[config.mk]
export PLATFORM = sky130hd
export DESIGN_NAME = bvs_ctrl
export DESIGN_NICKNAME = d
export VERILOG_FILES = /design/src/rtl/bit_vector_set_engine_top_assert.svh /design/src/rtl/bvs_pkg.sv /design/src/rtl/bvs_ctrl.sv
export SDC_FILE = /design/constraint.sdc
export NUM_CORES = 1
export LEC_CHECK = 0
export ABC_AREA = 1
export BUFFER_PORTS_ARGS = -buffer_cell sky130_fd_sc_hd__buf_2
export CAP_MARGIN = 20
export CORE_ASPECT_RATIO = 2
export CORE_MARGIN = 2
export CORE_UTILIZATION = 45
export CTS_BUF_LIST = sky130_fd_sc_hd__clkbuf_2
export DETAILED_ROUTE_END_ITERATION = 6
export GPL_ROUTABILITY_DRIVEN = 1
export PLACE_DENSITY = 0.68
export SETUP_SLACK_MARGIN = 0.02
export SLEW_MARGIN = 5
export SYNTH_ARGS = -nofsm -noshare
export SYNTH_HDL_FRONTEND = slang
export SYNTH_SLANG_ARGS = --single-unit
[constraint.sdc]
create_clock -name clk -period 2.5 [get_ports clk]
set_input_delay 0.5 -clock clk [delete_from_list [all_inputs] [get_ports clk]]
set_output_delay 0.5 -clock clk [all_outputs]
set_load 0.01 [all_outputs]
[src/rtl/bit_vector_set_engine_top_assert.svh]
// Assertion macros of the bit vector set engine.
`ifndef BIT_VECTOR_SET_ENGINE_TOP_ASSERT_SVH
`define BIT_VECTOR_SET_ENGINE_TOP_ASSERT_SVH
`ifndef SYNTHESIS
`define BVS_ASSERT(lbl, prop) \
	lbl: assert property (@(posedge clk) disable iff (!arst_n) (prop)) \
		else $error("bit vector set engine check failed");
`define BVS_ASSERT_NEXT(lbl, ante, cons) \
	lbl: assert property (@(posedge clk) disable iff (!arst_n) (ante) |=> (cons)) \
		else $error("bit vector set engine sequence check failed");
`else
`define BVS_ASSERT(lbl, prop)
`define BVS_ASSERT_NEXT(lbl, ante, cons)
`endif
`endif

[src/rtl/bvs_pkg.sv]
// Types, command codes and helper functions of the bit vector set engine.
`default_nettype none
package bvs_pkg;

	typedef struct packed {
		logic [4:0]  func;
		logic [5:0]  dst_vector;
		logic [5:0]  src_a;
		logic [5:0]  src_b;
		logic [5:0]  src_c;
		logic [5:0]  src_d;
		logic [10:0] bit_index;
		logic [63:0] fill_high;
		logic [63:0] fill_low;
	} bvs_in_t;

	typedef struct packed {
		logic [11:0] bit_count;
		logic        query_flag;
		logic        index_error;
	} bvs_out_t;

	localparam int CFG_INDEX_W = 1;
	localparam int CFG_DATA_W  = 5;
	localparam logic [CFG_INDEX_W-1:0] REG_VECTOR_BLOCKS = 1'b0;
	localparam logic [CFG_INDEX_W-1:0] REG_LIVE_BLOCKS   = 1'b1;
	localparam logic [CFG_DATA_W-1:0]  CFG_RESET_BLOCKS  = 5'd16;

	localparam logic [4:0] F_FILL          = 5'd0;
	localparam logic [4:0] F_SET_GROW      = 5'd1;
	localparam logic [4:0] F_RESET         = 5'd2;
	localparam logic [4:0] F_GROW          = 5'd3;
	localparam logic [4:0] F_COUNT         = 5'd4;
	localparam logic [4:0] F_COPY          = 5'd5;
	localparam logic [4:0] F_COPY_NOT      = 5'd6;
	localparam logic [4:0] F_EQUAL         = 5'd7;
	localparam logic [4:0] F_EMPTY         = 5'd8;
	localparam logic [4:0] F_UNION         = 5'd9;
	localparam logic [4:0] F_INTSECT       = 5'd10;
	localparam logic [4:0] F_MINUS         = 5'd11;
	localparam logic [4:0] F_UNIONMINUS    = 5'd12;
	localparam logic [4:0] F_MINUSMINUS    = 5'd13;
	localparam logic [4:0] F_UNIONINTSECT  = 5'd14;
	localparam logic [4:0] F_UINTSECTMINUS = 5'd15;
	localparam logic [4:0] F_INTSECTUNION  = 5'd16;
	localparam logic [4:0] F_UNIONNOT      = 5'd17;
	localparam logic [4:0] F_UMINUSMINUS   = 5'd18;
	localparam logic [4:0] F_GLOP          = 5'd19;
	localparam logic [4:0] F_HOISTGLOP     = 5'd20;
	localparam logic [4:0] F_PP1           = 5'd21;
	localparam logic [4:0] F_INSERT        = 5'd22;
	localparam logic [4:0] F_SET           = 5'd23;
	localparam logic [4:0] F_CLEAR_LIVE    = 5'd24;

	// Operand usage masks: destination, sources A to D.
	localparam logic [4:0] USE_D  = 5'b00001;
	localparam logic [4:0] USE_A  = 5'b00010;
	localparam logic [4:0] USE_B  = 5'b00100;
	localparam logic [4:0] USE_C  = 5'b01000;
	localparam logic [4:0] USE_DD = 5'b10000;

	// Operand register slots filled by block reads.
	localparam logic [1:0] SLOT_A = 2'd0;
	localparam logic [1:0] SLOT_B = 2'd1;
	localparam logic [1:0] SLOT_C = 2'd2;
	localparam logic [1:0] SLOT_E = 2'd3;

	typedef enum logic [1:0] {LEN_DST, LEN_A, LEN_B} len_src_t;
	typedef enum logic [1:0] {LW_NONE, LW_GROW, LW_LIVE, LW_CLEAR} len_wr_t;
	typedef enum logic [2:0] {
		WR_NONE, WR_FILL, WR_ZERO, WR_COPY, WR_COMBINE, WR_SETBIT, WR_CLRBIT, WR_CLEAR
	} wr_kind_t;
	typedef enum logic [1:0] {ACC_NONE, ACC_COUNT, ACC_EQUAL, ACC_EMPTY} acc_kind_t;

	typedef struct packed {
		logic      capture;
		logic      len_rd;
		len_src_t  len_src;
		len_wr_t   len_wr;
		logic      rd_en;
		logic [1:0] rd_slot;
		logic      rd_dst;
		wr_kind_t  wr;
		acc_kind_t acc;
		logic      set_err;
		logic      out_load;
	} bvs_cmd_t;

	typedef struct packed {
		logic [4:0] func;
		logic       range_err;
		logic [3:0] blk_raw;
	} bvs_stat_t;

	function automatic logic [4:0] used_ops(logic [4:0] f);
		logic [4:0] u;
		case (f) inside
			F_FILL, F_SET_GROW, F_RESET, F_GROW, F_SET, F_CLEAR_LIVE: u = USE_D;
			F_COUNT, F_EMPTY: u = USE_A;
			F_COPY, F_COPY_NOT: u = USE_D | USE_A;
			F_EQUAL: u = USE_A | USE_B;
			F_UNION, F_INTSECT, F_MINUS, F_UNIONNOT: u = USE_D | USE_A | USE_B;
			F_UNIONMINUS, F_MINUSMINUS, F_UNIONINTSECT, F_INTSECTUNION, F_GLOP:
				u = USE_D | USE_A | USE_B | USE_C;
			F_UINTSECTMINUS, F_UMINUSMINUS, F_HOISTGLOP, F_PP1, F_INSERT:
				u = USE_D | USE_A | USE_B | USE_C | USE_DD;
			default: u = 5'b00000;
		endcase
		return u;
	endfunction

	function automatic logic [127:0] combine(logic [4:0] f, logic [127:0] a,
			logic [127:0] b, logic [127:0] c, logic [127:0] d);
		logic [127:0] t;
		t = a & ~b;
		case (f)
			F_UNION:         return a | b;
			F_INTSECT:       return a & b;
			F_MINUS:         return a & ~b;
			F_UNIONMINUS:    return a | (b & ~c);
			F_MINUSMINUS:    return a & ~(b & ~c);
			F_UNIONINTSECT:  return a | (b & c);
			F_UINTSECTMINUS: return a | (b & c & ~d);
			F_INTSECTUNION:  return a & (b | c);
			F_UNIONNOT:      return a | ~b;
			F_UMINUSMINUS:   return a | (b & ~c & ~d);
			F_GLOP:          return a | (b & ~c);
			F_HOISTGLOP:     return a & (b | (c & ~d));
			F_PP1:           return a & (b | (d & ~c));
			default:         return (t & ~c) | (t & d);
		endcase
	endfunction

	// Population count as a tree: byte counts, then four levels of pair sums.
	function automatic logic [7:0] popcount128(logic [127:0] v);
		logic [3:0] c8  [16];
		logic [4:0] c16 [8];
		logic [5:0] c32 [4];
		logic [6:0] c64 [2];
		for (int b = 0; b < 16; b++) begin
			c8[b] = 4'd0;
			for (int j = 0; j < 8; j++) begin
				c8[b] = c8[b] + 4'(v[b*8+j]);
			end
		end
		for (int b = 0; b < 8; b++) begin
			c16[b] = {1'b0, c8[2*b]} + {1'b0, c8[2*b+1]};
		end
		for (int b = 0; b < 4; b++) begin
			c32[b] = {1'b0, c16[2*b]} + {1'b0, c16[2*b+1]};
		end
		for (int b = 0; b < 2; b++) begin
			c64[b] = {1'b0, c32[2*b]} + {1'b0, c32[2*b+1]};
		end
		return {1'b0, c64[0]} + {1'b0, c64[1]};
	endfunction

endpackage
`default_nettype wire

[src/rtl/bvs_ctrl.sv]
// Controller state machine of the bit vector set engine.
`default_nettype none
module bvs_ctrl #(
	parameter int NUM_VECTORS = 64,
	parameter int MAX_BLOCKS  = 16,
	parameter int VW = (NUM_VECTORS > 1) ? $clog2(NUM_VECTORS) : 1,
	parameter int BW = (MAX_BLOCKS > 1) ? $clog2(MAX_BLOCKS) : 1,
	parameter int LW = $clog2(MAX_BLOCKS + 1)
) (
	input  wire logic               clk,
	input  wire logic               arst_n,
	input  wire logic               in_valid,
	output logic                    in_stall,
	output logic                    out_valid,
	input  wire logic               out_stall,
	input  wire bvs_pkg::bvs_stat_t stat,
	input  wire logic [LW-1:0]      len,
	input  wire logic [LW-1:0]      g_grow,
	input  wire logic [LW-1:0]      g_live,
	output bvs_pkg::bvs_cmd_t       cmd,
	output logic [BW-1:0]           blk,
	output logic [VW+BW-1:0]        sweep
);
	import bvs_pkg::*;

	localparam int AW    = VW + BW;
	localparam int DEPTH = NUM_VECTORS * (2 ** BW);
	localparam int CW    = (LW > 4) ? LW : 4;

	typedef enum logic [3:0] {
		S_CLR, S_IDLE, S_CHK, S_LEN, S_BIT, S_NEXT, S_RD, S_WAIT, S_ACT, S_DONE
	} state_t;

	state_t          state_q;
	logic [LW-1:0]   i_q;
	logic [LW-1:0]   lim_q;
	logic [1:0]      k_q;
	logic            bit_q;
	logic            out_valid_q;
	logic [AW-1:0]   sweep_q;

	logic [4:0] used;
	logic [3:0] rd_mask;
	logic       out_free;
	logic       blk_bad;
	logic       grow_fn;

	assign used     = used_ops(stat.func);
	assign rd_mask  = bit_q ? 4'b0001 : used[4:1];
	assign out_free = !out_valid_q || !out_stall;
	assign blk_bad  = CW'(stat.blk_raw) >= CW'(lim_q);
	assign grow_fn  = (stat.func == F_GROW) || (stat.func == F_SET_GROW);

	assign in_stall  = (state_q != S_IDLE);
	assign out_valid = out_valid_q;
	assign sweep     = sweep_q;
	assign blk       = bit_q ? BW'(stat.blk_raw) : i_q[BW-1:0];

	always_comb begin
		cmd = '{capture: 1'b0, len_rd: 1'b0, len_src: LEN_DST, len_wr: LW_NONE,
			rd_en: 1'b0, rd_slot: k_q, rd_dst: bit_q, wr: WR_NONE, acc: ACC_NONE,
			set_err: 1'b0, out_load: 1'b0};
		case (state_q)
			S_CLR: begin
				cmd.wr     = WR_CLEAR;
				cmd.len_wr = LW_CLEAR;
			end
			S_IDLE: cmd.capture = in_valid;
			S_CHK: begin
				if (stat.range_err) begin
					cmd.set_err = 1'b1;
				end else begin
					cmd.len_rd = 1'b1;
					case (stat.func) inside
						[F_COUNT:F_EMPTY]: cmd.len_src = LEN_A;
						F_UNION:           cmd.len_src = LEN_B;
						default:           cmd.len_src = LEN_DST;
					endcase
				end
			end
			S_BIT: cmd.set_err = blk_bad;
			S_NEXT: begin
				if (i_q == lim_q) begin
					if (stat.func == F_CLEAR_LIVE) begin
						cmd.len_wr = LW_LIVE;
					end else if (grow_fn) begin
						cmd.len_wr = LW_GROW;
					end
				end
			end
			S_RD: cmd.rd_en = rd_mask[k_q];
			S_ACT: begin
				if (bit_q) begin
					cmd.wr = (stat.func == F_RESET) ? WR_CLRBIT : WR_SETBIT;
				end else begin
					case (stat.func) inside
						F_FILL:                             cmd.wr  = WR_FILL;
						F_GROW, F_SET_GROW, F_CLEAR_LIVE:   cmd.wr  = WR_ZERO;
						F_COPY, F_COPY_NOT:                 cmd.wr  = WR_COPY;
						F_COUNT:                            cmd.acc = ACC_COUNT;
						F_EQUAL:                            cmd.acc = ACC_EQUAL;
						F_EMPTY:                            cmd.acc = ACC_EMPTY;
						[F_UNION:F_INSERT]:                 cmd.wr  = WR_COMBINE;
						default: ;
					endcase
				end
			end
			S_DONE: cmd.out_load = out_free;
			default: ;
		endcase
	end

	always_ff @(posedge clk or negedge arst_n) begin
		if (!arst_n) begin
			state_q     <= S_CLR;
			i_q         <= '0;
			lim_q       <= '0;
			k_q         <= '0;
			bit_q       <= 1'b0;
			out_valid_q <= 1'b0;
			sweep_q     <= '0;
		end else begin
			// A finished result is presented; otherwise a taken result is dropped.
			if (state_q == S_DONE && out_free) begin
				out_valid_q <= 1'b1;
			end else if (!out_stall) begin
				out_valid_q <= 1'b0;
			end
			case (state_q)
				S_CLR: begin
					sweep_q <= sweep_q + 1'b1;
					if (sweep_q == AW'(DEPTH - 1)) begin
						state_q <= S_IDLE;
					end
				end
				S_IDLE: begin
					if (in_valid) begin
						state_q <= S_CHK;
					end
				end
				S_CHK: state_q <= stat.range_err ? S_DONE : S_LEN;
				S_LEN: begin
					case (stat.func) inside
						F_FILL, [F_COUNT:F_INSERT]: begin
							i_q     <= '0;
							lim_q   <= len;
							state_q <= S_NEXT;
						end
						F_GROW, F_SET_GROW: begin
							if (len < g_grow) begin
								i_q     <= len;
								lim_q   <= g_grow;
								state_q <= S_NEXT;
							end else begin
								lim_q   <= len;
								state_q <= (stat.func == F_SET_GROW) ? S_BIT : S_DONE;
							end
						end
						F_SET, F_RESET: begin
							lim_q   <= len;
							state_q <= S_BIT;
						end
						F_CLEAR_LIVE: begin
							i_q     <= '0;
							lim_q   <= g_live;
							state_q <= S_NEXT;
						end
						default: state_q <= S_DONE;
					endcase
				end
				S_BIT: begin
					if (blk_bad) begin
						state_q <= S_DONE;
					end else begin
						bit_q   <= 1'b1;
						k_q     <= '0;
						state_q <= S_RD;
					end
				end
				S_NEXT: begin
					if (i_q == lim_q) begin
						state_q <= (stat.func == F_SET_GROW) ? S_BIT : S_DONE;
					end else if (rd_mask == 4'b0000) begin
						state_q <= S_ACT;
					end else begin
						k_q     <= '0;
						state_q <= S_RD;
					end
				end
				S_RD: begin
					k_q <= k_q + 1'b1;
					if (k_q == SLOT_E) begin
						state_q <= S_WAIT;
					end
				end
				S_WAIT: state_q <= S_ACT;
				S_ACT: begin
					if (bit_q) begin
						bit_q   <= 1'b0;
						state_q <= S_DONE;
					end else begin
						i_q     <= i_q + 1'b1;
						state_q <= S_NEXT;
					end
				end
				S_DONE: begin
					if (out_free) begin
						state_q <= S_IDLE;
					end
				end
				default: state_q <= S_IDLE;
			endcase
		end
	end

endmodule
`default_nettype wire

[Yosys cells after proc, flatten, opt, wreduce, memory -nomap -nowiden]
Cells that the tools add are included.
Storage, ports and cells
  bits in registers: 28
  bits of input ports: 29
  output and inout port bits: 33
  word-level logic and storage cells: 174
Operators by class
  add/subtract/negate cells: 3
  magnitude comparators: 7
  eq/ne operators: 49
  multiplexer cells: 78
  reductions and logical operators: 30
Operators with widths (number)
  $mux 5: 18
  $mux 4: 17
  $eq 5x5->1 const B: 9
  $eq 5x4->1 const B: 8
  $pmux 4 s10: 1
  $mux 2: 16
  $mux 3: 10
  $eq 5x3->1 const B: 4
  $eq 4x3->1 const B: 4
  $ne 2x2->1 const B: 8
  $ne 4x4->1 const B: 3
  $add 10x1->10 const B: 1
  $eq 10x10->1 const B: 1
  $eq 5x2->1 const B: 2
  $pmux 5 s2: 1
  $reduce_or 2->1: 5
  $reduce_or 5->1: 2
  $mux 1: 9
  $eq 4x2->1 const B: 2
  $eq 4x4->1 const B: 2
  $logic_not 4->1: 2
  $reduce_and 4->1: 2
  $pmux 2 s3: 1
  $pmux 3 s2: 1
  other kinds (30): 38

[Logic depth before layout (Yosys ltp)]
  depth in word-level cells: 14
  depth in mapped cells: 12
  gate-level depth less buffers: 12

[Worst setup path before layout]
OpenSTA, ideal clock, no wires.
  path kind: input to output
  start: input stat[8] (netlist bit)
  end: output cmd[2] (netlist bit)
  arrival: 1463 ps
  data required time: 2000 ps
  setup slack: 537 ps
  stages on the path: 9
  buffers on the path: 1
  path through: buf_6 -> nor2_4 -> nand2_4 -> inv_4 -> nand2_4 -> nand2_1 -> nor2_1 -> nand4_1 -> a211oi_1
RTL lines
  start: declaration: line bvs_ctrl.sv:16  | input wire bvs_pkg::bvs_stat_t stat,
  end: declaration: line bvs_ctrl.sv:20  | output bvs_pkg::bvs_cmd_t cmd,

==> metrics.md <==
| Metric | Value |
|---|---|
| HP Class | `primary input to asynchronous set/reset pin` |
| Clock Path Buffers | `2` |
| FF-to-FF End | `state_q[1]$_DFFE_PN0P_` |
| Starting Density | `46.7%` |
| Iteration-0 DRC count of the detailed router | `63` |
| Global route overflow | `0` |
| Port Buffers | `61` |
| Asr flop ratio synth | `100%` |
| Power density cells | `794 nW/µm²` |
| Register share of total power | `31.2%` |
| Worst vdd ir | `0.447 mV` |
| Finished Cell Area | `3160 µm²` |
| Mapped Nets | `459` |
| R2R Setup Slk | `740 ps` |
| Largest net degree at the start of global routing | `29` |
| Initial DRT Pass Iterations | `4` |
| RD Place Congestion | `0.888` |
| Final WS setup | `103 ps` |
| Placement Cell Area | `3040 µm²` |
| Critical path type | `register to primary output` |
| Most common cell in the netlist | `nand2_1` |
| Routed length per placed instance | `12.7 µm` |
| Fill cells | `604` |
| Hold buffer count at cts | `0` |
| Die height | `113 µm` |
| DIE WIDTH | `58.4 µm` |
| Sw power | `1.27 mW` |
| Number of max-cap violations | `0` |
| Synth top area cells | `dfrtp_1 (26%), nand2_1 (18%), inv_1 (9.0%), nand3_1 (8.3%), nor2_1 (5.2%)` |
| Share of cells above drive strength 1 | `25.5%` |
| Worst Path Max Fanout | `3` |
| Multi-input logic area | `1680 µm²` |
| Switching part of the total | `50.8%` |
| Reg area | `704 µm²` |
| Clk pwr share | `7.3%` |
| Post-Route WL | `7030 µm` |
| Crit-path max cell delay | `430 ps` |
| Clock root cell | `clkbuf_2` |
| Yosys top cell area share | `26.3%` |
| Worst setup EP type | `primary output` |
| Floorplan Core Area | `5710 µm²` |
| Post-synth top area cell | `dfrtp_1` |
| Library cells used by synthesis | `34` |
| Dpl ws | `225 ps` |
| Pwr Total | `2.51 mW` |
| Post-synth top flop | `dfrtp_1` |
| Std cell rows | `39` |
| Leak pwr | `1.81 nW` |
| Final setup violation count | `0` |
| Max transition margin | `56.5%` |
| Tcrit/Tclk final | `95.9%` |
| Die area | `6590 µm²` |
| CTS buffer count | `3` |
| Fmax | `0.417 GHz` |
| Reg2reg start | `lim_q[3]$_DFFE_PN0P_` |
| Logic pwr share | `61.5%` |
| #FFs+latches synth | `28` |
| Status | `complete, no violations` |
| Hpwl dp | `5800 µm` |
| Post-Synthesis Cells | `419` |
| Most frequent cells after synthesis | `nand2_1 (131), inv_1 (64), nand3_1 (44)` |
| CTS sink cnt | `28` |
| Area Growth Syn to Fin | `18.4%` |
| Number of enable flip-flop cells after synthesis | `0` |
| Sequential area share after synthesis | `26.3%` |
| Layout Nets | `531` |
| CP Cell Sequence | `inv_1 -> ha_1 -> inv_1 -> nor2_2 -> nand4_1 -> nand3_1 -> nand2_2 -> nand2_2 -> buf_6` |
| GRT Total Usage | `22.9%` |
| CP required | `2000 ps` |
| RSZ-0062 raised after global routing | `yes` |
| H-tree Lvls | `1` |
| CTS tree | `built` |
| Slowest library cell on the worst path | `dfrtp_1` |
| Clock Skews | `11.6 ps` |
| Bufs and invs on worst path | `3` |
| Vias per inst | `5.15` |
| Clock-pin slew of the registers on the worst-case setup and hold paths | `280 ps` |
| Number of global-route vias before repair | `2759` |
| Minimum clock period | `2400 ps` |
| Critical path's top delay family | `simple AND/OR/NAND/NOR gates` |
| ANT nets after route | `0` |
| P_int | `1.23 mW` |
| Slew @ Worst Pin | `653 ps` |
| DRC Markers | `0` |
| Final hold vios | `0` |
| Mean post-synth cell area | `6.36 µm²` |
| CP startpoint kind | `register` |
| Mapped Area | `2670 µm²` |
| Reg2reg path depth | `10` |
| Ports | `62` |
| Worst skew pair latency | `410 ps` |
| Synth warn | `0` |
| First-pass GRT wire length | `11800 µm` |
| CP arrival | `1900 ps` |
| Total number of vias | `2842` |
| Slew Viols, Final | `0` |
| Antenna violations before repair | `1` |
==> per-layer routing <==
layer  part of all wire [%]  global-route usage (%)
met5                      0                       0
met4                    2.0                    9.46
met3                    2.9                    1.60
met2                     59                    45.5
met1                     36                    22.7
==> flip-flops by register name, summed over array words and instances, names as in the netlist <==
name and cells:
out_valid 1, sweep 10, i_q 5, state_q 4
lim_q 5, k_q 2, bit_q 1
==> area by class of cell <==
cell class                 instances  share of cell area (%)
tap                               61                    2.42
sequential                        28                    22.3
multi-input combinational        314                    53.3
inverter                          71                    8.56
clock inverter                     1                   0.119
clock buffer                       3                   0.476
antenna                            1                  0.0793
timing repair buffer              73                    12.7
==> timing repair <==
item,CTS,global route
resized for setup,1,15
endpoints found under the setup margin,2,6
buffers inserted,1,6
pin swaps,0,3
endpoints found under the hold margin,0,0
==> layout by cell type (no fill, tap or decap) <==
master and count:
nor4_1 1, inv_2 6, nand4_1 12, ha_1 11
xnor2_1 3, inv_4 1, xor2_1 8, o21bai_1 1
diode_2 1, dfrtp_2 3, dfrtp_1 25, buf_6 1
o21ai_2 5, inv_1 63, clkinv_1 1, a211oi_1 1
nand3_2 1, clkinv_2 1, o21ai_0 20, nand2_2 8
nor3_1 1, nand3_4 1, a32oi_1 1, nand2_4 6
o22ai_1 2, and2_1 1, buf_2 60, nand4_2 1
a21boi_2 1, buf_4 12, a31oi_1 1, clkbuf_2 3
nor2_1 33, nor2_4 8, nand2_1 127, nor2_2 7
a21oi_1 9, nand3_1 44
==> worst reg2reg max path: stages, from the launching register on <==
cell and delay [ps]:
dfrtp_1 430, inv_1 60, ha_1 290, inv_1 50, nor2_2 140, nand4_1 150, buf_4 160, nand4_1 170
nand3_1 90, o21bai_1 130, nand2_1 60
==> per-stage QoR <==
step | TNS, ps | std cells | utilization [%] | hold WS [ps]
2_1_floorplan | 0 | 419 | - | 204
4_1_cts | 0 | 545 | 53.8 | 78.6
6_report | 0 | 552 | 55.3 | 60.7
5_1_grt | -23.7 | 552 | 55.3 | 109
3_3_place_gp | 0 | 540 | 53.3 | 474
3_5_place_dp | 0 | 540 | 53.3 | 484
==> power by group through the flow <==
stage	registers, mW	clock network [mW]	logic (mW)
2_1_floorplan	0.778	0	0.995
4_1_cts	0.781	0.187	1.47
6_report	0.781	0.183	1.54
3_3_place_gp	0.782	0	1.43
3_5_place_dp	0.793	0	1.45
5_1_grt	0.804	0.193	1.77
==> cell families (layout without fill, tap and decap cells) <==
logic type / Yosys count / in the layout / share of synthesized area, %
buf+inv: 77 / 148 / 11.7
flops: 28 / 28 / 26.3
compound gates: 41 / 41 / 8.97
other cells: 0 / 1 / 0
fa+ha+maj: 11 / 11 / 5.16
simple gates: 251 / 251 / 44.3
xor+xnor: 11 / 11 / 3.62
==> how the worst max path moves through the flow <==
| stage | to | start | cells after the start | slack [ps] |
|---|---|---|---|---|
| CTS | cmd[1] | lim_q[2]$_DFFE_PN0P_ | 9 | 20 |
| finish | cmd[1] | lim_q[3]$_DFFE_PN0P_ | 9 | 100 |
| floorplan | cmd[2] | stat[8] | 9 | 540 |
| global route | cmd[1] | lim_q[3]$_DFFE_PN0P_ | 9 | -20 |
| detailed placement | cmd[1] | stat[2] | 9 | 230 |
| global placement | cmd[2] | stat[7] | 10 | 280 |
No activity file was read; power rests on OpenSTA's default activity.
